==> src/rtl/core/tmed_pkg.sv <==
// shared types and constants for the terminal markup escape decoder
// no dependencies; imported by the front, queue, back and top modules
`default_nettype none

package tmed_pkg;

  localparam int unsigned CharW  = 8;
  localparam int unsigned QDepth = 2;
  localparam int unsigned QPtrW  = (QDepth > 1) ? $clog2(QDepth) : 1;
  localparam int unsigned QCntW  = $clog2(QDepth + 1);

  localparam logic [CharW-1:0] ByteEsc    = 8'hAC;
  localparam logic [CharW-1:0] ByteAttr1  = 8'h86;
  localparam logic [CharW-1:0] ByteAttr2  = 8'h87;
  localparam logic [CharW-1:0] ByteColor  = 8'h9C;
  localparam logic [CharW-1:0] HexInvalid = 8'hFF;

  localparam logic [CharW-1:0] ChBackslash = 8'h5C;
  localparam logic [CharW-1:0] ChDollar    = 8'h24;
  localparam logic [CharW-1:0] ChLowerN    = 8'h6E;
  localparam logic [CharW-1:0] ChNewline   = 8'h0A;
  localparam logic [CharW-1:0] ChBang      = 8'h21;
  localparam logic [CharW-1:0] ChStar      = 8'h2A;
  localparam logic [CharW-1:0] ChLowerX    = 8'h78;

  localparam logic [1:0] AttrNone = 2'd0;
  localparam logic [1:0] AttrOne  = 2'd1;
  localparam logic [1:0] AttrTwo  = 2'd2;

  // one queued output job: one byte, or a pair sent first then second
  typedef struct packed {
    logic [CharW-1:0] first;
    logic [CharW-1:0] second;
    logic             pair;
  } tmed_cmd_t;

  typedef struct packed {
    logic             full;
    logic             empty;
    logic [QCntW-1:0] count;
  } tmed_qstat_t;

endpackage

`default_nettype wire

==> src/rtl/core/tmed_front.sv <==
// front end: accepts characters, tracks escape state, builds output jobs
// depends on tmed_pkg
`default_nettype none

module tmed_front (
  input  wire logic                    clk_i,
  input  wire logic                    rst_ni,
  input  wire logic                    in_valid_i,
  output logic                         in_ready_o,
  input  wire logic [tmed_pkg::CharW-1:0] in_char_i,
  input  wire logic                    q_full_i,
  output logic                         push_o,
  output tmed_pkg::tmed_cmd_t          cmd_o
);
  import tmed_pkg::*;

  logic             bs_q, bs_d;
  logic             dl_q, dl_d;
  logic [1:0]       attr_q, attr_d;
  logic [CharW-1:0] acc_q, acc_d;
  logic [1:0]       cnt_q, cnt_d;
  logic [CharW-1:0] hv;
  logic [CharW-1:0] acc_n;
  logic [1:0]       cnt_n;
  logic             emit;
  logic             accept;

  always_comb begin
    priority if (in_char_i >= 8'h30 && in_char_i <= 8'h39) begin
      hv = in_char_i - 8'h30;
    end else if (in_char_i >= 8'h41 && in_char_i <= 8'h46) begin
      hv = in_char_i - 8'h37;
    end else if (in_char_i >= 8'h61 && in_char_i <= 8'h66) begin
      hv = in_char_i - 8'h57;
    end else begin
      hv = HexInvalid;
    end
  end

  assign in_ready_o = !q_full_i;
  assign accept     = in_valid_i && in_ready_o;
  assign acc_n      = {acc_q[3:0], 4'b0000} | hv;
  assign cnt_n      = cnt_q + 2'd1;

  always_comb begin
    bs_d   = bs_q;
    dl_d   = dl_q;
    attr_d = attr_q;
    acc_d  = acc_q;
    cnt_d  = cnt_q;
    emit   = 1'b0;
    cmd_o  = '0;
    priority if (bs_q) begin
      bs_d = 1'b0;
      priority if (in_char_i == ChBackslash) begin
        emit = 1'b1; cmd_o.first = ChBackslash;
      end else if (in_char_i == ChLowerN) begin
        emit = 1'b1; cmd_o.first = ChNewline;
      end else if (in_char_i == ChDollar) begin
        emit = 1'b1; cmd_o.first = ChDollar;
      end else begin
        emit = 1'b0;
      end
    end else if (dl_q) begin
      priority if (in_char_i == ChBang) begin
        attr_d = AttrOne;
      end else if (in_char_i == ChStar) begin
        attr_d = AttrTwo;
      end else if (in_char_i == ChLowerX) begin
        cnt_d = 2'd1;
      end else if (cnt_q != 2'd0) begin
        if (cnt_n == 2'd3) begin
          emit         = 1'b1;
          cmd_o.first  = ByteEsc;
          cmd_o.second = acc_n;
          cmd_o.pair   = 1'b1;
          acc_d        = '0;
          cnt_d        = 2'd0;
          dl_d         = 1'b0;
        end else begin
          acc_d = acc_n;
          cnt_d = cnt_n;
        end
      end else begin
        // escape ends; a hex digit applies the pending attribute
        attr_d = AttrNone;
        dl_d   = 1'b0;
        if (hv != HexInvalid && (attr_q == AttrOne || attr_q == AttrTwo)) begin
          emit         = 1'b1;
          cmd_o.first  = (attr_q == AttrOne) ? ByteAttr1 : ByteAttr2;
          cmd_o.second = ByteColor + hv;
          cmd_o.pair   = 1'b1;
        end
      end
    end else begin
      priority if (in_char_i[CharW-1]) begin
        emit         = 1'b1;
        cmd_o.first  = ByteEsc;
        cmd_o.second = in_char_i;
        cmd_o.pair   = 1'b1;
      end else if (in_char_i == ChBackslash) begin
        bs_d = 1'b1;
      end else if (in_char_i == ChDollar) begin
        dl_d = 1'b1;
      end else begin
        emit        = 1'b1;
        cmd_o.first = in_char_i;
      end
    end
  end

  assign push_o = accept && emit;

  always_ff @(posedge clk_i or negedge rst_ni) begin
    if (!rst_ni) begin
      bs_q   <= 1'b0;
      dl_q   <= 1'b0;
      attr_q <= AttrNone;
      acc_q  <= '0;
      cnt_q  <= 2'd0;
    end else if (accept) begin
      bs_q   <= bs_d;
      dl_q   <= dl_d;
      attr_q <= attr_d;
      acc_q  <= acc_d;
      cnt_q  <= cnt_d;
    end
  end

endmodule

`default_nettype wire

==> src/rtl/core/tmed_queue.sv <==
// short job queue between front and back
// depends on tmed_pkg
`default_nettype none

module tmed_queue (
  input  wire logic                clk_i,
  input  wire logic                rst_ni,
  input  wire logic                push_i,
  input  wire tmed_pkg::tmed_cmd_t push_cmd_i,
  input  wire logic                pop_i,
  output tmed_pkg::tmed_cmd_t      pop_cmd_o,
  output tmed_pkg::tmed_qstat_t    stat_o
);
  import tmed_pkg::*;

  tmed_cmd_t        mem_q [QDepth];
  logic [QPtrW-1:0] wr_q, rd_q;
  logic [QCntW-1:0] cnt_q, cnt_d;
  logic             do_push, do_pop;

  assign stat_o.full  = (cnt_q == QCntW'(QDepth));
  assign stat_o.empty = (cnt_q == '0);
  assign stat_o.count = cnt_q;
  assign do_push      = push_i && !stat_o.full;
  assign do_pop       = pop_i && !stat_o.empty;
  assign pop_cmd_o    = mem_q[rd_q];

  always_comb begin
    cnt_d = cnt_q;
    if (do_push && !do_pop) begin
      cnt_d = cnt_q + QCntW'(1);
    end else if (do_pop && !do_push) begin
      cnt_d = cnt_q - QCntW'(1);
    end
  end

  always_ff @(posedge clk_i) begin
    if (do_push) begin
      mem_q[wr_q] <= push_cmd_i;
    end
  end

  always_ff @(posedge clk_i or negedge rst_ni) begin
    if (!rst_ni) begin
      wr_q  <= '0;
      rd_q  <= '0;
      cnt_q <= '0;
    end else begin
      cnt_q <= cnt_d;
      if (do_push) begin
        wr_q <= (wr_q == QPtrW'(QDepth - 1)) ? '0 : wr_q + QPtrW'(1);
      end
      if (do_pop) begin
        rd_q <= (rd_q == QPtrW'(QDepth - 1)) ? '0 : rd_q + QPtrW'(1);
      end
    end
  end

endmodule

`default_nettype wire

==> src/rtl/core/tmed_back.sv <==
// back end: drains queued jobs one output word per cycle, while out_ready_i allows, into an output register
// depends on tmed_pkg
`default_nettype none

module tmed_back (
  input  wire logic                    clk_i,
  input  wire logic                    rst_ni,
  input  wire logic                    q_empty_i,
  input  wire tmed_pkg::tmed_cmd_t     q_cmd_i,
  output logic                         pop_o,
  output logic                         out_valid_o,
  input  wire logic                    out_ready_i,
  output logic [tmed_pkg::CharW-1:0]   out_byte_o,
  output logic                         out_last_o
);
  import tmed_pkg::*;

  logic             vld_q;
  logic [CharW-1:0] byte_q;
  logic             last_q;
  logic             sec_vld_q;
  logic [CharW-1:0] sec_q;
  logic             load_ok;

  assign load_ok     = !vld_q || out_ready_i;
  assign pop_o       = load_ok && !sec_vld_q && !q_empty_i;
  assign out_valid_o = vld_q;
  assign out_byte_o  = byte_q;
  assign out_last_o  = last_q;

  always_ff @(posedge clk_i or negedge rst_ni) begin
    if (!rst_ni) begin
      vld_q     <= 1'b0;
      sec_vld_q <= 1'b0;
      last_q    <= 1'b0;
      byte_q    <= '0;
      sec_q     <= '0;
    end else if (load_ok) begin
      if (sec_vld_q) begin
        // second word of a pair
        vld_q     <= 1'b1;
        byte_q    <= sec_q;
        last_q    <= 1'b1;
        sec_vld_q <= 1'b0;
      end else if (!q_empty_i) begin
        vld_q     <= 1'b1;
        byte_q    <= q_cmd_i.first;
        last_q    <= !q_cmd_i.pair;
        sec_vld_q <= q_cmd_i.pair;
        sec_q     <= q_cmd_i.second;
      end else begin
        vld_q <= 1'b0;
      end
    end
  end

endmodule

`default_nettype wire

==> src/rtl/core/terminal_markup_escape_decoder_top.sv <==
// a character that makes output is written into the job queue when accepted, and its first word
// then moves into the output register; one character per cycle in while the queue is not full,
// one output word per cycle out while m_axis_tready allows, and a pair gives two output words
// the two-entry job queue sets how far the front runs ahead of the output register
// reset: rst_ni asynchronous active low clears escape state, queue and output valid
`default_nettype none

module terminal_markup_escape_decoder_top (
  input  wire logic       clk_i,
  input  wire logic       rst_ni,
  input  wire logic       s_axis_tvalid,
  output logic            s_axis_tready,
  input  wire logic [7:0] s_axis_tdata,   // [7:0] char_in
  output logic            m_axis_tvalid,
  input  wire logic       m_axis_tready,
  output logic [7:0]      m_axis_tdata,   // [7:0] out_byte
  output logic            m_axis_tlast    // last
);
  import tmed_pkg::*;

  tmed_cmd_t   push_cmd;
  tmed_cmd_t   pop_cmd;
  tmed_qstat_t qstat;
  logic        push;
  logic        pop;

  tmed_front u_front (
    .clk_i      (clk_i),
    .rst_ni     (rst_ni),
    .in_valid_i (s_axis_tvalid),
    .in_ready_o (s_axis_tready),
    .in_char_i  (s_axis_tdata),
    .q_full_i   (qstat.full),
    .push_o     (push),
    .cmd_o      (push_cmd)
  );

  tmed_queue u_queue (
    .clk_i      (clk_i),
    .rst_ni     (rst_ni),
    .push_i     (push),
    .push_cmd_i (push_cmd),
    .pop_i      (pop),
    .pop_cmd_o  (pop_cmd),
    .stat_o     (qstat)
  );

  tmed_back u_back (
    .clk_i       (clk_i),
    .rst_ni      (rst_ni),
    .q_empty_i   (qstat.empty),
    .q_cmd_i     (pop_cmd),
    .pop_o       (pop),
    .out_valid_o (m_axis_tvalid),
    .out_ready_i (m_axis_tready),
    .out_byte_o  (m_axis_tdata),
    .out_last_o  (m_axis_tlast)
  );

`ifndef ASSERT_OFF
  a_no_push_full: assert property (@(posedge clk_i) disable iff (!rst_ni)
    push |-> !qstat.full) else $error("push into full queue");

  a_no_pop_empty: assert property (@(posedge clk_i) disable iff (!rst_ni)
    pop |-> !qstat.empty) else $error("pop from empty queue");

  a_count_range: assert property (@(posedge clk_i) disable iff (!rst_ni)
    qstat.count <= QCntW'(QDepth)) else $error("queue count out of range");

  a_pair_follows: assert property (@(posedge clk_i) disable iff (!rst_ni)
    m_axis_tvalid && !m_axis_tlast |=> m_axis_tvalid)
    else $error("first word of pair not followed by second");
`endif

endmodule

`default_nettype wire

==> config.mk <==
export PLATFORM = sky130hd
export DESIGN_NAME = terminal_markup_escape_decoder_top
export DESIGN_NICKNAME = d
export VERILOG_FILES = /design/src/rtl/core/tmed_pkg.sv /design/src/rtl/core/tmed_front.sv /design/src/rtl/core/tmed_queue.sv /design/src/rtl/core/tmed_back.sv /design/src/rtl/core/terminal_markup_escape_decoder_top.sv
export SDC_FILE = /design/constraint.sdc
export NUM_CORES = 1
export LEC_CHECK = 0
export BUFFER_PORTS_ARGS = -buffer_cell sky130_fd_sc_hd__buf_2
export CORE_MARGIN = 2
export CORE_UTILIZATION = 60
export DETAILED_ROUTE_END_ITERATION = 10
export PLACE_DENSITY = 0.79
export SYNTH_ARGS = -nofsm -noshare
export SYNTH_HDL_FRONTEND = slang
export SYNTH_SLANG_ARGS = --single-unit
==> constraint.sdc <==
create_clock -name clk_i -period 3.7 [get_ports clk_i]
set_clock_uncertainty 0.05 [all_clocks]
set_input_delay 0.37 -clock clk_i [delete_from_list [all_inputs] [get_ports clk_i]]
set_output_delay 0.37 -clock clk_i [all_outputs]
set_load 0.005 [all_outputs]
* Yosys cells after proc, flatten, opt, wreduce, memory -nomap -nowiden
Memory sizes are Yosys's and may differ from the RTL's.
Index checks and enable logic that the tools add are counted.
** Storage, ports and cells
- Bits of input ports :: 12
- Bits in writable memories :: 34
- Logic and storage cells :: 149
- Output and inout bits :: 11
- Memories :: 1
- Register bits after elaboration :: 33
** Memory list
- u_queue.mem_q :: words 2, bits a word 17, rd ports 1, clocked after Yosys merged registers in 0, write ports 1, line tmed_queue.sv:16 : tmed_cmd_t mem_q [QDepth];
** Cells by class
- Add/sub/neg operators :: 9
- Magnitude comparators :: 6
- Equality and inequality tests :: 14
- Reductions and logical operators :: 31
- Bitwise operators :: 7
- Muxes and demuxes :: 68
** Operator list (number)
- 2-to-1 mux 17 bit :: 7
- 2-to-1 mux 8 bit :: 10
- 2-to-1 mux 1 bit :: 37
- equality test 8 x 6 -> 1 bit (second input constant) :: 3
- equality test 8 x 7 -> 1 bit (second input constant) :: 3
- 2-to-1 mux 2 bit :: 9
- 2-to-1 mux 9 bit :: 2
- >= comparator 8 x 7 -> 1 bit (second input constant) :: 2
- less-or-equal comparator 8 x 7 -> 1 bit (second input constant) :: 2
- subtractor 8 x 6 -> 8 bit (second input constant) :: 2
- logical AND 1 bit :: 12
- adder 8 bit (first input constant) :: 1
- >= comparator 8 x 6 -> 1 bit (second input constant) :: 1
- less-or-equal comparator 8 x 6 -> 1 bit (second input constant) :: 1
- != test 8 bit (second input constant) :: 1
- bitwise OR 8 bit :: 1
- subtractor 8 x 7 -> 8 bit (second input constant) :: 1
- logical NOT 1 bit :: 7
- 2-to-1 mux 7 bit :: 1
- AND reduction 7 bit :: 1
- equality test 2 bit (second input constant) :: 3
- 2-to-1 mux 6 bit :: 1
- != test 3 x 1 -> 1 bit (second input constant) :: 2
- inverter 1 bit :: 6
- other kinds (13) :: 19

* Depth between registers and ports, before layout
Gate-level depths: netlist (run 1).
- Depth after elaboration :: 20
- Mapped depth :: 19
- Depth with buffers taken out :: 18

* By module
From an unflattened synthesis (run 1), not the netlist that was laid out.
** Second synthesis, totals
- Cell total of the unflattened synthesis :: 373
- Area, all modules :: 4108.9 um^2
** Modules (own cells, without submodules)
- tmed_front :: seq. area each 250.2 um^2, instances 1, area each 1762.9 um^2, cells each 248
- tmed_queue :: seq. area each 1121.1 um^2, instances 1, area each 1473.9 um^2, cells each 72
- tmed_back :: seq. area each 475.5 um^2, instances 1, area each 872.1 um^2, cells each 53

* Worst setup path before layout (run 1)
No wires, ideal clock.
- Kind :: input -> register
- Start :: input s_axis_tdata[0]
- End :: memory u_queue.mem_q[0][0] (netlist name) (enable)
- Data arrival time :: 3.585 ns
- Slack :: -0.325 ns
- Required time :: 3.260 ns
- Path buffers :: 1
- Stages :: 16
- Library setup time :: 0.390 ns
- Cell sequence :: clkbuf_1 inv_1 ha_1 or4b_1 a311oi_2 a21oi_1 nor2_1 o21a_1 o22ai_1 inv_1 ha_1 nand4_1 or3_1 o211ai_2 a21oi_2 nor2b_1
** Between the ends
- Word-level cells in the longest chain between the ends :: 18
- Elaborated cells between the ends (all ways) :: 40
- Classes of those cells :: 3 x add/sub; 6 x order compare; 7 x eq/ne; 18 x mux; 6 x reduce/logical
** RTL lines
- start, declared :: line terminal_markup_escape_decoder_top.sv:13 : input wire logic [7:0] s_axis_tdata,
- >= comparator 8 x 7 -> 1 bit / less-or-equal comparator 8 x 7 -> 1 bit (equally long branches) :: line tmed_front.sv:33 : end else if (in_char_i >= 8'h61 && in_char_i <= 8'h66) begin
- logical AND 1 bit :: line tmed_front.sv:33
- 2-to-1 mux 8 bit :: line tmed_front.sv:33
- 2-to-1 mux 8 bit :: line tmed_front.sv:31 : end else if (in_char_i >= 8'h41 && in_char_i <= 8'h46) begin
- 2-to-1 mux 8 bit :: line tmed_front.sv:29 : priority if (in_char_i >= 8'h30 && in_char_i <= 8'h39) begin
- != test 8 bit :: line tmed_front.sv:88 : if (hv != HexInvalid && (attr_q == AttrOne || attr_q == AttrTwo)) begin
- logical AND 1 bit :: line tmed_front.sv:88
- 2-to-1 mux 1 bit :: line tmed_front.sv:88
- [3 not listed]
- 2-to-1 mux 1 bit :: line tmed_front.sv:65 : priority if (in_char_i == ChBang) begin
- 2-to-1 mux 1 bit :: line tmed_front.sv:64 : end else if (dl_q) begin
- 2-to-1 mux 1 bit * :: line tmed_front.sv:53 : priority if (bs_q) begin
- logical AND 1 bit * :: line tmed_front.sv:112 : assign push_o = accept && emit;
- logical AND 1 bit * :: line tmed_queue.sv:24 : assign do_push = push_i && !stat_o.full;
- named net u_queue.do_push :: line tmed_queue.sv:19 : logic do_push, do_pop;
- 2-to-1 mux 1 bit * :: line tmed_queue.sv:38 : if (do_push) begin
- 2-to-1 mux 1 bit (not written as such) * :: line tmed_queue.sv:39 : mem_q[wr_q] <= push_cmd_i;
- end, declared :: line tmed_queue.sv:16
Mark *: on every way through the listed nets, which the timed path passes. The rest lies on a longest branch.

* Worst setup path after layout (run 1)
- Start :: input s_axis_tdata[1]
- End :: register u_queue.cnt_q[1]
** Between the ends
- Word-level cells in the longest chain between the ends :: 19
- Elaborated cells between the ends (all ways) :: 43
- Classes of those cells :: 3 x add/sub; 6 x order compare; 7 x eq/ne; 17 x mux; 10 x reduce/logical
** RTL lines
- >= comparator 8 x 7 -> 1 bit / less-or-equal comparator 8 x 7 -> 1 bit (equally long branches) :: line tmed_front.sv:33
- logical AND 1 bit :: line tmed_front.sv:33
- 2-to-1 mux 8 bit :: line tmed_front.sv:33
- 2-to-1 mux 8 bit :: line tmed_front.sv:31
- 2-to-1 mux 8 bit :: line tmed_front.sv:29
- != test 8 bit :: line tmed_front.sv:88
- logical AND 1 bit :: line tmed_front.sv:88
- 2-to-1 mux 1 bit :: line tmed_front.sv:88
- [4 not listed]
- 2-to-1 mux 1 bit :: line tmed_front.sv:64
- 2-to-1 mux 1 bit * :: line tmed_front.sv:53
- logical AND 1 bit * :: line tmed_front.sv:112
- logical AND 1 bit * :: line tmed_queue.sv:24
- named net u_queue.do_push :: line tmed_queue.sv:19
- logical NOT 1 bit :: line tmed_queue.sv:32 : end else if (do_pop && !do_push) begin
- logical AND 1 bit :: line tmed_queue.sv:32
- nonzero test 2 bit (no source line)
- end signal, assigned :: line tmed_queue.sv:49 : cnt_q <= cnt_d;
- end, declared :: line tmed_queue.sv:18 : logic [QCntW-1:0] cnt_q, cnt_d;
Marks and branches as above.
A chain may end at the register's enable or synchronous reset.

==> reports/metrics.csv, run 1 <==
stage;metric;value;unit
run_status;status;finished, final reports clean;
power_and_ir_drop;total chip power;2504;uW
synthesis;Gate Count Post-Synth;379;
clock_network;Clock Path Buffers;2;
drt;DRT Pass-1 Iters;5;
clock_network;CTS buffer count;9;
synthesis;Mapped Avg Cell Area;9.788;sq um
critical_path;Reg-to-Reg End;u_queue.mem_q[0][0]$_DFFE_PP_;
critical_path;Crit path required time;3.91;ns
clock_network;Post-CTS Resized;0;
timing;Least-Margin Pin Slew;0.8890;ns
timing;fmax;296.9;MHz
global_routing;All-Layer GR Usage;26.46;%
global_routing;pin count of the biggest net entering global routing;34;
clock_network;# Post-CTS Setup Buffers;0;
die;Initial Util;62.29;%
layout;Register Area;0.001787;sq mm
layout;multi-input logic area;0.001819;sq mm
placed_design;DP HPWL;6.216;mm
timing;final setup vio count;0;
synthesis;Netlist cell types;65;
drt;Routed Antenna Nets;0;
power_and_ir_drop;Logic pwr share;31.3;%
synthesis;most instantiated cells after synthesis;41 x nor2_1, 36 x nand2_1, 33 x a21oi_1, 33 x dfrtp_1, 32 x edfxtp_1;
global_routing;GRT overflow;0;
clock_network;Worst-path clk slew;0.07;ns
power_and_ir_drop;peak supply drop;378.2;uV
die;row count;28;
drt;drc violations;0;
critical_path;CP Launch Type;input port;
placed_design;dpl cell area;0.004030;sq mm
power_and_ir_drop;NetSw;870.4;uW
critical_path;critical-path maximum fanout;4;
power_and_ir_drop;LEAKAGE;0.001768;uW
synthesis;Post-synth top flop;dfrtp_1;
placed_design;GP Congestion;1.012;
power_and_ir_drop;Clock power frac;21.2;%
power_and_ir_drop;Flop pwr share;47.4;%
drt;vias;2967;
clock_network;CTS tree;built;
synthesis;most frequent cell after synthesis;nor2_1;
synthesis;post-synth top area share;25.90;%
clock_network;Root Buffer;clkbuf_8;
die;Core Box Area;0.005956;sq mm
timing;worst rel slew slack;40.74;%
drt;First DRT Iteration DRCs;134;
critical_path;CP Data Arrival Time;3.58;ns
global_routing;initial antenna violation count;0;
power_and_ir_drop;Pwr Density;594.7;mW/mm^2
synthesis;Post-Syn Nets;404;
critical_path;R2R Setup Slk;1.38;ns
clock_network;worst-skew pair later-pin latency;0.33;ns
placed_design;placed cells;476;
synthesis;top cell type by total area after synthesis;edfxtp_1;
layout;ANT cells;0;
timing;period utilization;91.03;%
critical_path;worst r2r src;u_front.attr_q[0]$_DFFE_PN0P_;
layout;# fillers;454;
drt;vias per inst;6.030;
drt;DRT Wirelength;8.298;mm
timing;Final Hold Fails;0;
layout;Non-Filler Instances;492;
timing;Final min period;3.368;ns
placed_design;quantity of I/O buffers inserted on ports;22;
layout;share of cells above drive strength 1;19.90;%
critical_path;crit path kind;input port to register;
critical_path;Setup crit end kind;register;
power_and_ir_drop;Internal;1634;uW
clock_network;H-tree depth;3;
critical_path;R2R depth;7;
layout;Nets;437;
drt;Routed WL per cell;16.87;um
die;Die Y;82.63;um
die;Die W;82.63;um
die;number of top-level pins;23;
die;Die Footprint;0.006828;sq mm
timing;Pins Over Slew Limit;0;
synthesis;mapped cell area;0.003710;sq mm
synthesis;Async SR Flop Fraction;50.77;%
worst_hold_path;HP Class;input port to async pin;
layout;final instance area;0.004210;sq mm
synthesis;sequential share of the synthesized area;48.16;%
job;Max-Cap Viols;0;
layout;Area Overhead vs Synth;13.49;%
timing;RSZ-0062 raised after global routing;no;
power_and_ir_drop;Sw Share;34.76;%
synthesis;synth warn;0;
clock_network;hold_buf cts;0;
global_routing;vias in the first global route;2774;
synthesis;Post-synth EDFFs;32;
global_routing;first-pass GRT wire length;13.19;mm
synthesis;synth top area cells;edfxtp_1 26%, dfrtp_1 22%, mux2i_1 4.9%;
clock_network;CTS Sinks;65;
synthesis;post-synthesis register bit count;65;
-- flip-flops by register name, indices dropped and copies added (netlist names), 2 cells and up --
| name | cells |
|---|---|
| u_queue.mem_q | 32 |
| u_queue.cnt_q | 2 |
| u_front.cnt_q | 2 |
| u_back.out_byte_o | 8 |
| u_front.attr_q | 2 |
| u_back.sec_q | 8 |
| u_front.acc_q | 4 |
-- logic make-up after synthesis --
group	Yosys count	synth area share (%)
buffers and inverters	32	3.339
AO/OA/AOI/OAI	101	17.50
AND/OR/NAND/NOR	137	18.48
XOR/XNOR	10	2.361
adder cells (fa/ha/maj)	13	4.385
multiplexers	21	5.767
flip-flops	65	48.16
-- layout make-up --
type                       count  area share [%]
tap                           75           2.229
clock buffer                  10           3.269
clock inverter                 6           1.010
multi-input combinational    282           43.21
inverter                      12           1.070
timing repair buffer          42           6.776
sequential                    65           42.44
-- metrics by stage --
stage	hold slack [ns]	setup TNS [ns]	setup WS, ns	utilization [%]
floorplan	0.02441	0	0.03769	-
global placement	0.4058	0	0.1069	67.67
detailed placement	0.4147	-0.001704	-0.001704	67.67
CTS	0.05862	0	0.3406	70.69
global route	0.1066	0	0.05800	70.69
finish	0.03860	0	0.3319	70.69
-- power groups by stage --
stage | registers (uW) | logic [uW] | clock network (uW)
final | 1190 | 785 | 532
after global routing | 1220 | 887 | 571
after CTS | 1190 | 790 | 546
after detailed placement | 1200 | 780 | 0
after global placement | 1190 | 751 | 0
after floorplan | 1120 | 597 | 0
-- cells in the final DEF, fill, tap and decap left out, drive strengths merged, types with 3 or more instances in the layout --
master / count
buf: 42
mux2i: 18
o41ai: 3
or3: 4
a31oi: 3
nand3: 6
nand2: 37
inv: 13
o211ai: 4
and2: 3
mux2: 3
clkbuf: 10
xor2: 6
clkinv: 3
nand2b: 7
or2: 4
nand4: 5
o21ai: 27
a21oi: 34
nor2: 41
and3: 4
nor2b: 9
edfxtp: 32
o22ai: 4
dfrtp: 33
nor3: 7
ha: 13
a211oi: 5
xnor2: 4
-- critical path, cell delays in order --
cell	delay, ns
buf_2	0.10
inv_1	0.09
ha_1	0.18
or4b_1	0.46
a311oi_2	0.31
a21oi_2	0.10
nor2_2	0.20
o21a_1	0.14
o22ai_1	0.09
inv_1	0.07
ha_1	0.14
nand4_1	0.10
or3_1	0.37
o211ai_2	0.17
a21oi_2	0.10
ha_1	0.20
xor2_1	0.14
nor2_1	0.11
xor2_1	0.14
-- layer usage --
metal,vias to the layer above,routed length [um],global-route usage [%]
met4,0,406,15.90
met5,-,0,0
met2,96,4077,46.53
met1,1395,3434,29.46
met3,33,379,5.217
li1,1443,-,-
-- worst max-delay path by stage --
stage          depth (start not counted)            start                      endpoint
2_1_floorplan                         19  s_axis_tdata[1]  u_queue.cnt_q[1]$_DFFE_PN0P_
3_3_place_gp                          18  s_axis_tdata[0]  u_queue.cnt_q[1]$_DFFE_PN0P_
3_5_place_dp                          18  s_axis_tdata[1]  u_queue.cnt_q[1]$_DFFE_PN0P_
4_1_cts                               19  s_axis_tdata[1]  u_queue.cnt_q[1]$_DFFE_PN0P_
5_1_grt                               19  s_axis_tdata[1]  u_queue.cnt_q[1]$_DFFE_PN0P_
6_report                              19  s_axis_tdata[1]  u_queue.cnt_q[1]$_DFFE_PN0P_
Power figures use the tool's default switching activity.
==> run 2, diff against run 1 <==
--- a/config.mk
+++ b/config.mk
@@ -5,10 +5,12 @@
 export SDC_FILE = /design/constraint.sdc
 export NUM_CORES = 1
 export LEC_CHECK = 0
+export ABC_AREA = 1
 export BUFFER_PORTS_ARGS = -buffer_cell sky130_fd_sc_hd__buf_2
 export CORE_MARGIN = 2
 export CORE_UTILIZATION = 60
 export DETAILED_ROUTE_END_ITERATION = 10
+export GPL_TIMING_DRIVEN = 0
 export PLACE_DENSITY = 0.79
 export SYNTH_ARGS = -nofsm -noshare
 export SYNTH_HDL_FRONTEND = slang
==> reports/metrics.csv, run 2 <==
stage;metric;value;unit
clock_network;Worst-path clk slew;0.07;ns
layout;# fillers;523;
synthesis;Gate Count Post-Synth;493;
synthesis;synth top area cells;edfxtp_1 25%, dfrtp_1 21%, nand2_1 11%;
layout;Area Overhead vs Synth;12.48;%
die;Die Footprint;0.007196;sq mm
timing;final setup vio count;0;
critical_path;CP max stage delay;0.30;ns
synthesis;compound-cell area share of the yosys netlist;10.88;%
placed_design;placed cells;591;
clock_network;CTS Sinks;65;
power_and_ir_drop;Pwr Density;630.9;mW/mm^2
clock_network;Root Buffer;clkbuf_8;
clock_network;hold_buf cts;0;
drt;First DRT Iteration DRCs;126;
timing;Final Hold Fails;0;
synthesis;sequential share of the synthesized area;45.58;%
drt;Routed Antenna Nets;0;
global_routing;pin count of the biggest net entering global routing;34;
layout;max reg flops;32;
layout;Register Area;0.001787;sq mm
global_routing;vias in the first global route;3261;
global_routing;initial antenna violation count;0;
die;Die W;84.83;um
synthesis;Mapped Avg Cell Area;7.951;sq um
global_routing;All-Layer GR Usage;26.26;%
synthesis;simple-gate share of the synthesized area;28.28;%
synthesis;Post-Syn Nets;518;
drt;vias per inst;5.410;
synthesis;XOR/XNOR Fraction of Synth Area;2.681;%
critical_path;Slowest cell on crit path;ha_1;
critical_path;most used cell along the critical path;nand2_1;
timing;worst rel slew slack;48.78;%
die;Initial Util;61.73;%
synthesis;Netlist cell types;37;
critical_path;crit path kind;input port to register;
clock_network;CTS buffer count;9;
critical_path;CP Launch Type;input port;
clock_network;H-tree depth;3;
run_status;status;finished, final reports clean;
synthesis;Post-synth top flop;dfrtp_1;
synthesis;multiplexer share of the synthesized area;0.2553;%
timing;TNS Setup;0;ns
synthesis;top cell type by total area after synthesis;edfxtp_1;
timing;Final min period;3.336;ns
clock_network;Clock Path Buffers;2;
placed_design;GP Congestion;0.9515;
timing;Least-Margin Pin Slew;0.7682;ns
power_and_ir_drop;LEAKAGE;0.002015;uW
layout;Core Util, Final;69.44;%
critical_path;CP Data Arrival Time;3.52;ns
clock_network;worst-skew pair later-pin latency;0.35;ns
drt;DRT Wirelength;8.733;mm
die;Die Y;84.83;um
worst_hold_path;HP Class;input port to async pin;
placed_design;pre-CTS setup slack;-0.6114;ns
layout;Nets;551;
timing;RSZ-0062 raised after global routing;no;
layout;share of cells above drive strength 1;16.20;%
synthesis;Post-synth EDFFs;32;
placed_design;quantity of I/O buffers inserted on ports;21;
critical_path;Crit path required time;3.89;ns
global_routing;Top Usage Layer GRT;met2;
global_routing;first-pass GRT wire length;14.75;mm
placed_design;DP HPWL;6.576;mm
synthesis;post-synthesis register bit count;65;
global_routing;Global Route met3 Usage;5.545;%
die;number of top-level pins;23;
layout;ANT cells;0;
critical_path;Setup crit end kind;register;
die;row count;29;
timing;final worst slack;0.3636;ns
layout;commonest non-fill, non-tap cell in the layout;nand2_1;
synthesis;most instantiated cells after synthesis;114 x nand2_1, 68 x nor2_1, 55 x inv_1, 33 x dfrtp_1, 32 x edfxtp_1;
power_and_ir_drop;peak supply drop;449.7;uV
drt;vias;3289;
job;Max-Cap Viols;0;
critical_path;critical-path maximum fanout;8;
synthesis;mapped cell area;0.003920;sq mm
drt;drc violations;0;
timing;fmax;299.7;MHz
synthesis;largest family of logic cells by synthesized area;simple AND/OR/NAND/NOR gates;
drt;Routed WL per cell;14.36;um
layout;Non-Filler Instances;608;
synthesis;most frequent cell after synthesis;nand2_1;
layout;register name with the most flops;u_queue.mem_q;
timing;period utilization;90.17;%
drt;DRT Pass-1 Iters;5;
clock_network;CTS tree;built;
synthesis;synth warn;0;
timing;Pins Over Slew Limit;0;
timing;WHS;0.04078;ns
synthesis;Synth Area in Adders;4.149;%
synthesis;post-synth top area share;24.51;%
layout;most frequent cells in the layout;114 x nand2_1, 67 x nor2_1, 52 x inv_1;
synthesis;Async SR Flop Fraction;50.77;%
global_routing;met2 usage;45.03;%
die;Core Box Area;0.006350;sq mm
layout;multi-input logic area;0.001844;sq mm
global_routing;GRT overflow;0;
global_routing;GR Layer Usage met1;30.21;%
-- run 2: area by class of cell --
| type | count | area share (%) |
|---|---|---|
| multi-input combinational | 347 | 41.83 |
| sequential | 65 | 40.52 |
| inverter | 67 | 5.874 |
| timing repair buffer | 22 | 2.838 |
| clock buffer | 9 | 2.809 |
| clock inverter | 7 | 2.327 |
| tap | 77 | 2.185 |
| buffer | 14 | 1.617 |
-- run 2: report_power, final --
group / switching [uW] / internal (uW)
Sequential: 109 / 1030
Combinational: 620 / 340
Clock: 298 / 387
-- run 2: final timing paths --
path                                                   start                        endpoint  slack (ns)  cells past startpoint
worst max-delay path                         s_axis_tdata[5]    u_queue.cnt_q[1]$_DFFE_PN0P_        0.36                     25
worst min-delay path                                  rst_ni    u_queue.cnt_q[1]$_DFFE_PN0P_        0.04                      1
worst max register to register  u_back.sec_vld_q$_DFFE_PN0N_    u_queue.cnt_q[1]$_DFFE_PN0P_        1.22                      8
worst min register to register      u_queue.wr_q$_DFFE_PN0P_        u_queue.wr_q$_DFFE_PN0P_        0.43                      2
max in group asynchronous                             rst_ni        u_front.dl_q$_DFFE_PN0P_        3.07                      1
min in group clk_i                             m_axis_tready  u_back.out_valid_o$_DFFE_PN0N_        0.26                      4
-- run 2: logic make-up after synthesis --
| logic type | count (synthesis) |
|---|---|
| adders and majority gates | 13 |
| AOI/OAI and AO/OA | 72 |
| xor gates and xnor gates | 12 |
| DFF | 65 |
| and+or+nand+nor | 249 |
| muxes | 1 |
| buffers and inverters | 81 |
-- run 2: per-layer routing --
layer | share of wire [%] | up-vias
met4 | 5.0 | 0
met5 | 0 | -
met1 | 41 | 1491
met3 | 4.3 | 35
met2 | 49 | 99
li1 | - | 1664
-- run 2: what timing repair did --
item / in CTS / in global routing
gates cloned: 0 / 0
gates resized for setup: 1 / 11
endpoints found under the setup margin: 16 / 33
setup buffers: 0 / 1
-- run 2: critical path: cells and delay by family --
| family | cells | cell delay (ns) |
|---|---|---|
| simple gates | 12 | 1.10 |
| fa+ha+maj | 3 | 0.67 |
| compound gates | 4 | 0.57 |
| buf+inv | 4 | 0.45 |
| xor+xnor | 2 | 0.34 |
-- run 2: through the flow --
stage	total power, uW	instance area, sq um
finish	2782	4409
global route	2987	4409
CTS	2761	4350
detailed placement	2066	4121
global placement	2022	4121
floorplan	1785	3920
==> run 3, diff against run 2 <==
--- a/config.mk
+++ b/config.mk
@@ -11,7 +11,8 @@
 export CORE_UTILIZATION = 60
 export DETAILED_ROUTE_END_ITERATION = 10
 export GPL_TIMING_DRIVEN = 0
-export PLACE_DENSITY = 0.79
+export PLACE_DENSITY = 0.87
+export SLEW_MARGIN = 30
 export SYNTH_ARGS = -nofsm -noshare
 export SYNTH_HDL_FRONTEND = slang
 export SYNTH_SLANG_ARGS = --single-unit
==> reports/metrics.csv, run 3 (synthesis results as in run 2) <==
stage;metric;value;unit
layout;Area Overhead vs Synth;12.10;%
layout;register name with the most flops;u_queue.mem_q;
layout;Nets;551;
placed_design;quantity of I/O buffers inserted on ports;21;
timing;period utilization;91.69;%
global_routing;Global Route met3 Usage;6.031;%
job;Max-Cap Viols;0;
critical_path;CP Data Arrival Time;3.57;ns
layout;# fillers;514;
timing;Final min period;3.393;ns
layout;Register Area;0.001787;sq mm
global_routing;first-pass GRT wire length;14.79;mm
clock_network;CTS tree;built;
power_and_ir_drop;Pwr Density;628.7;mW/mm^2
placed_design;pre-CTS setup slack;-0.2746;ns
clock_network;CTS buffer count;9;
layout;Non-Filler Instances;608;
layout;multi-input logic area;0.001837;sq mm
clock_network;worst-skew pair later-pin latency;0.34;ns
timing;fmax;294.8;MHz
global_routing;vias in the first global route;3315;
drt;DRT Wirelength;8.798;mm
critical_path;CP Launch Type;input port;
clock_network;Root Buffer;clkbuf_8;
drt;Routed WL per cell;14.47;um
die;number of top-level pins;23;
die;Die W;84.83;um
global_routing;Top Usage Layer GRT;met2;
power_and_ir_drop;total chip power;2763;uW
clock_network;CTS Sinks;65;
placed_design;DP HPWL;6.510;mm
drt;drc violations;0;
die;Die Y;84.83;um
critical_path;worst r2r src;u_back.sec_vld_q$_DFFE_PN0N_;
clock_network;hold_buf cts;0;
drt;Routed Antenna Nets;0;
timing;final worst slack;0.3075;ns
layout;most frequent cells in the layout;114 x nand2_1, 67 x nor2_1, 52 x inv_1;
drt;vias;3331;
layout;share of cells above drive strength 1;16.38;%
clock_network;Worst-path clk slew;0.07;ns
drt;First DRT Iteration DRCs;237;
power_and_ir_drop;peak supply drop;538.5;uV
drt;vias per inst;5.479;
timing;RSZ-0062 raised after global routing;no;
clock_network;H-tree depth;3;
layout;ANT cells;0;
critical_path;Critical Path Start;s_axis_tdata[1];
worst_hold_path;HP Class;input port to async pin;
layout;final instance area;0.004394;sq mm
global_routing;All-Layer GR Usage;26.10;%
power_and_ir_drop;LEAKAGE;0.002005;uW
global_routing;pin count of the biggest net entering global routing;34;
drt;DRT Pass-1 Iters;5;
global_routing;initial antenna violation count;0;
layout;max reg flops;32;
critical_path;Setup crit end kind;register;
global_routing;GR Layer Usage met1;30.47;%
timing;worst rel slew slack;49.69;%
timing;final setup vio count;0;
critical_path;Crit path required time;3.88;ns
clock_network;Clock Path Buffers;2;
critical_path;crit path kind;input port to register;
die;row count;29;
timing;Least-Margin Pin Slew;0.7547;ns
placed_design;placed cells;591;
layout;commonest non-fill, non-tap cell in the layout;nand2_1;
timing;Final Hold Fails;0;
placed_design;GP Congestion;0.9628;
critical_path;critical-path maximum fanout;7;
die;Initial Util;61.73;%
global_routing;met2 usage;45.67;%
die;Core Box Area;0.006350;sq mm
timing;Pins Over Slew Limit;0;
global_routing;GRT overflow;0;
die;Die Footprint;0.007196;sq mm
run_status;status;finished, final reports clean;
timing;WHS;0.04413;ns
placed_design;dpl cell area;0.004124;sq mm
==> run 3: cell count changes in the layout (fill, tap and decap cells not counted) <==
cell / previous run / this run
clkinvlp_4: 2 / 3
ha_4: 1 / 0
inv_8: 1 / 0
o21ai_0: 22 / 23
o21ai_1: 2 / 1
ha_2: 0 / 2
ha_1: 12 / 11
inv_6: 1 / 0
clkinv_2: 1 / 2
==> run 3: cell type report <==
type | instances | area share [%]
multi-input cells | 347 | 41.80
well taps | 77 | 2.192
plain buffers | 14 | 1.623
repair buffers | 22 | 2.847
clock buffers | 9 | 2.819
clock inverters | 7 | 2.164
flip-flops and latches | 65 | 40.66
inverters | 67 | 5.894
==> run 3: worst max-delay path, stage by stage <==
cell      delay (ns)
buf_2           0.15
inv_1           0.13
ha_2            0.23
inv_1           0.11
nand2_1         0.08
nand2_1         0.06
a21oi_2         0.17
nand2_2         0.12
nand2_1         0.13
xor2_2          0.22
nor2_4          0.08
inv_1           0.06
ha_1            0.16
nand3_2         0.10
o21bai_4        0.18
nand2_1         0.07
nand2_1         0.09
nand2_2         0.08
nand2_1         0.07
nand2_1         0.08
nand2_2         0.11
inv_1           0.06
ha_1            0.30
a21oi_1         0.12
o21ai_0         0.11
xnor2_1         0.13
==> run 3: stage by stage <==
| step | setup TNS (ns) | util, % |
|---|---|---|
| floorplan | 0 | - |
| global placement | -10.34 | 64.91 |
| detailed placement | -7.177 | 64.95 |
| CTS | 0 | 68.39 |
| global route | 0 | 69.20 |
| finish | 0 | 69.20 |
==> run 3: repair_timing <==
item / 4_1_cts / 5_1_grt
endpoints found under the setup margin: 0 / 33
gates resized for setup: 0 / 10
setup buffers: 0 / 1
==> run 3: per-layer routing <==
| metal | part of all wire, % | up-vias | wire length [um] |
|---|---|---|---|
| li1 | - | 1659 | - |
| met3 | 4.9 | 28 | 433 |
| met1 | 41 | 1528 | 3579 |
| met4 | 2.9 | 0 | 251 |
| met5 | 0 | - | 0 |
| met2 | 52 | 116 | 4533 |
==> run 3: final timing paths <==
kind | endpoint | slack [ns] | depth (start not counted)
min | u_back.sec_vld_q$_DFFE_PN0N_ | 0.04 | 1
min in group clk_i | u_back.out_valid_o$_DFFE_PN0N_ | 0.27 | 4
min reg2reg | u_back.out_byte_o[0]$_DFFE_PN0P_ | 0.43 | 2
max in group asynchronous | u_front.bs_q$_DFFE_PN0P_ | 3.07 | 1
max | u_queue.cnt_q[1]$_DFFE_PN0P_ | 0.31 | 26
max reg2reg | u_queue.cnt_q[1]$_DFFE_PN0P_ | 1.22 | 8
==> run 3: report_power, final <==
part	switching (uW)	leakage [uW]	total, uW	internal (uW)
sequential	110	0.000693	1140	1030
combinational	627	0.00120	967	339
clock	280	0.000109	659	379
total	1020	0.00201	2760	1750
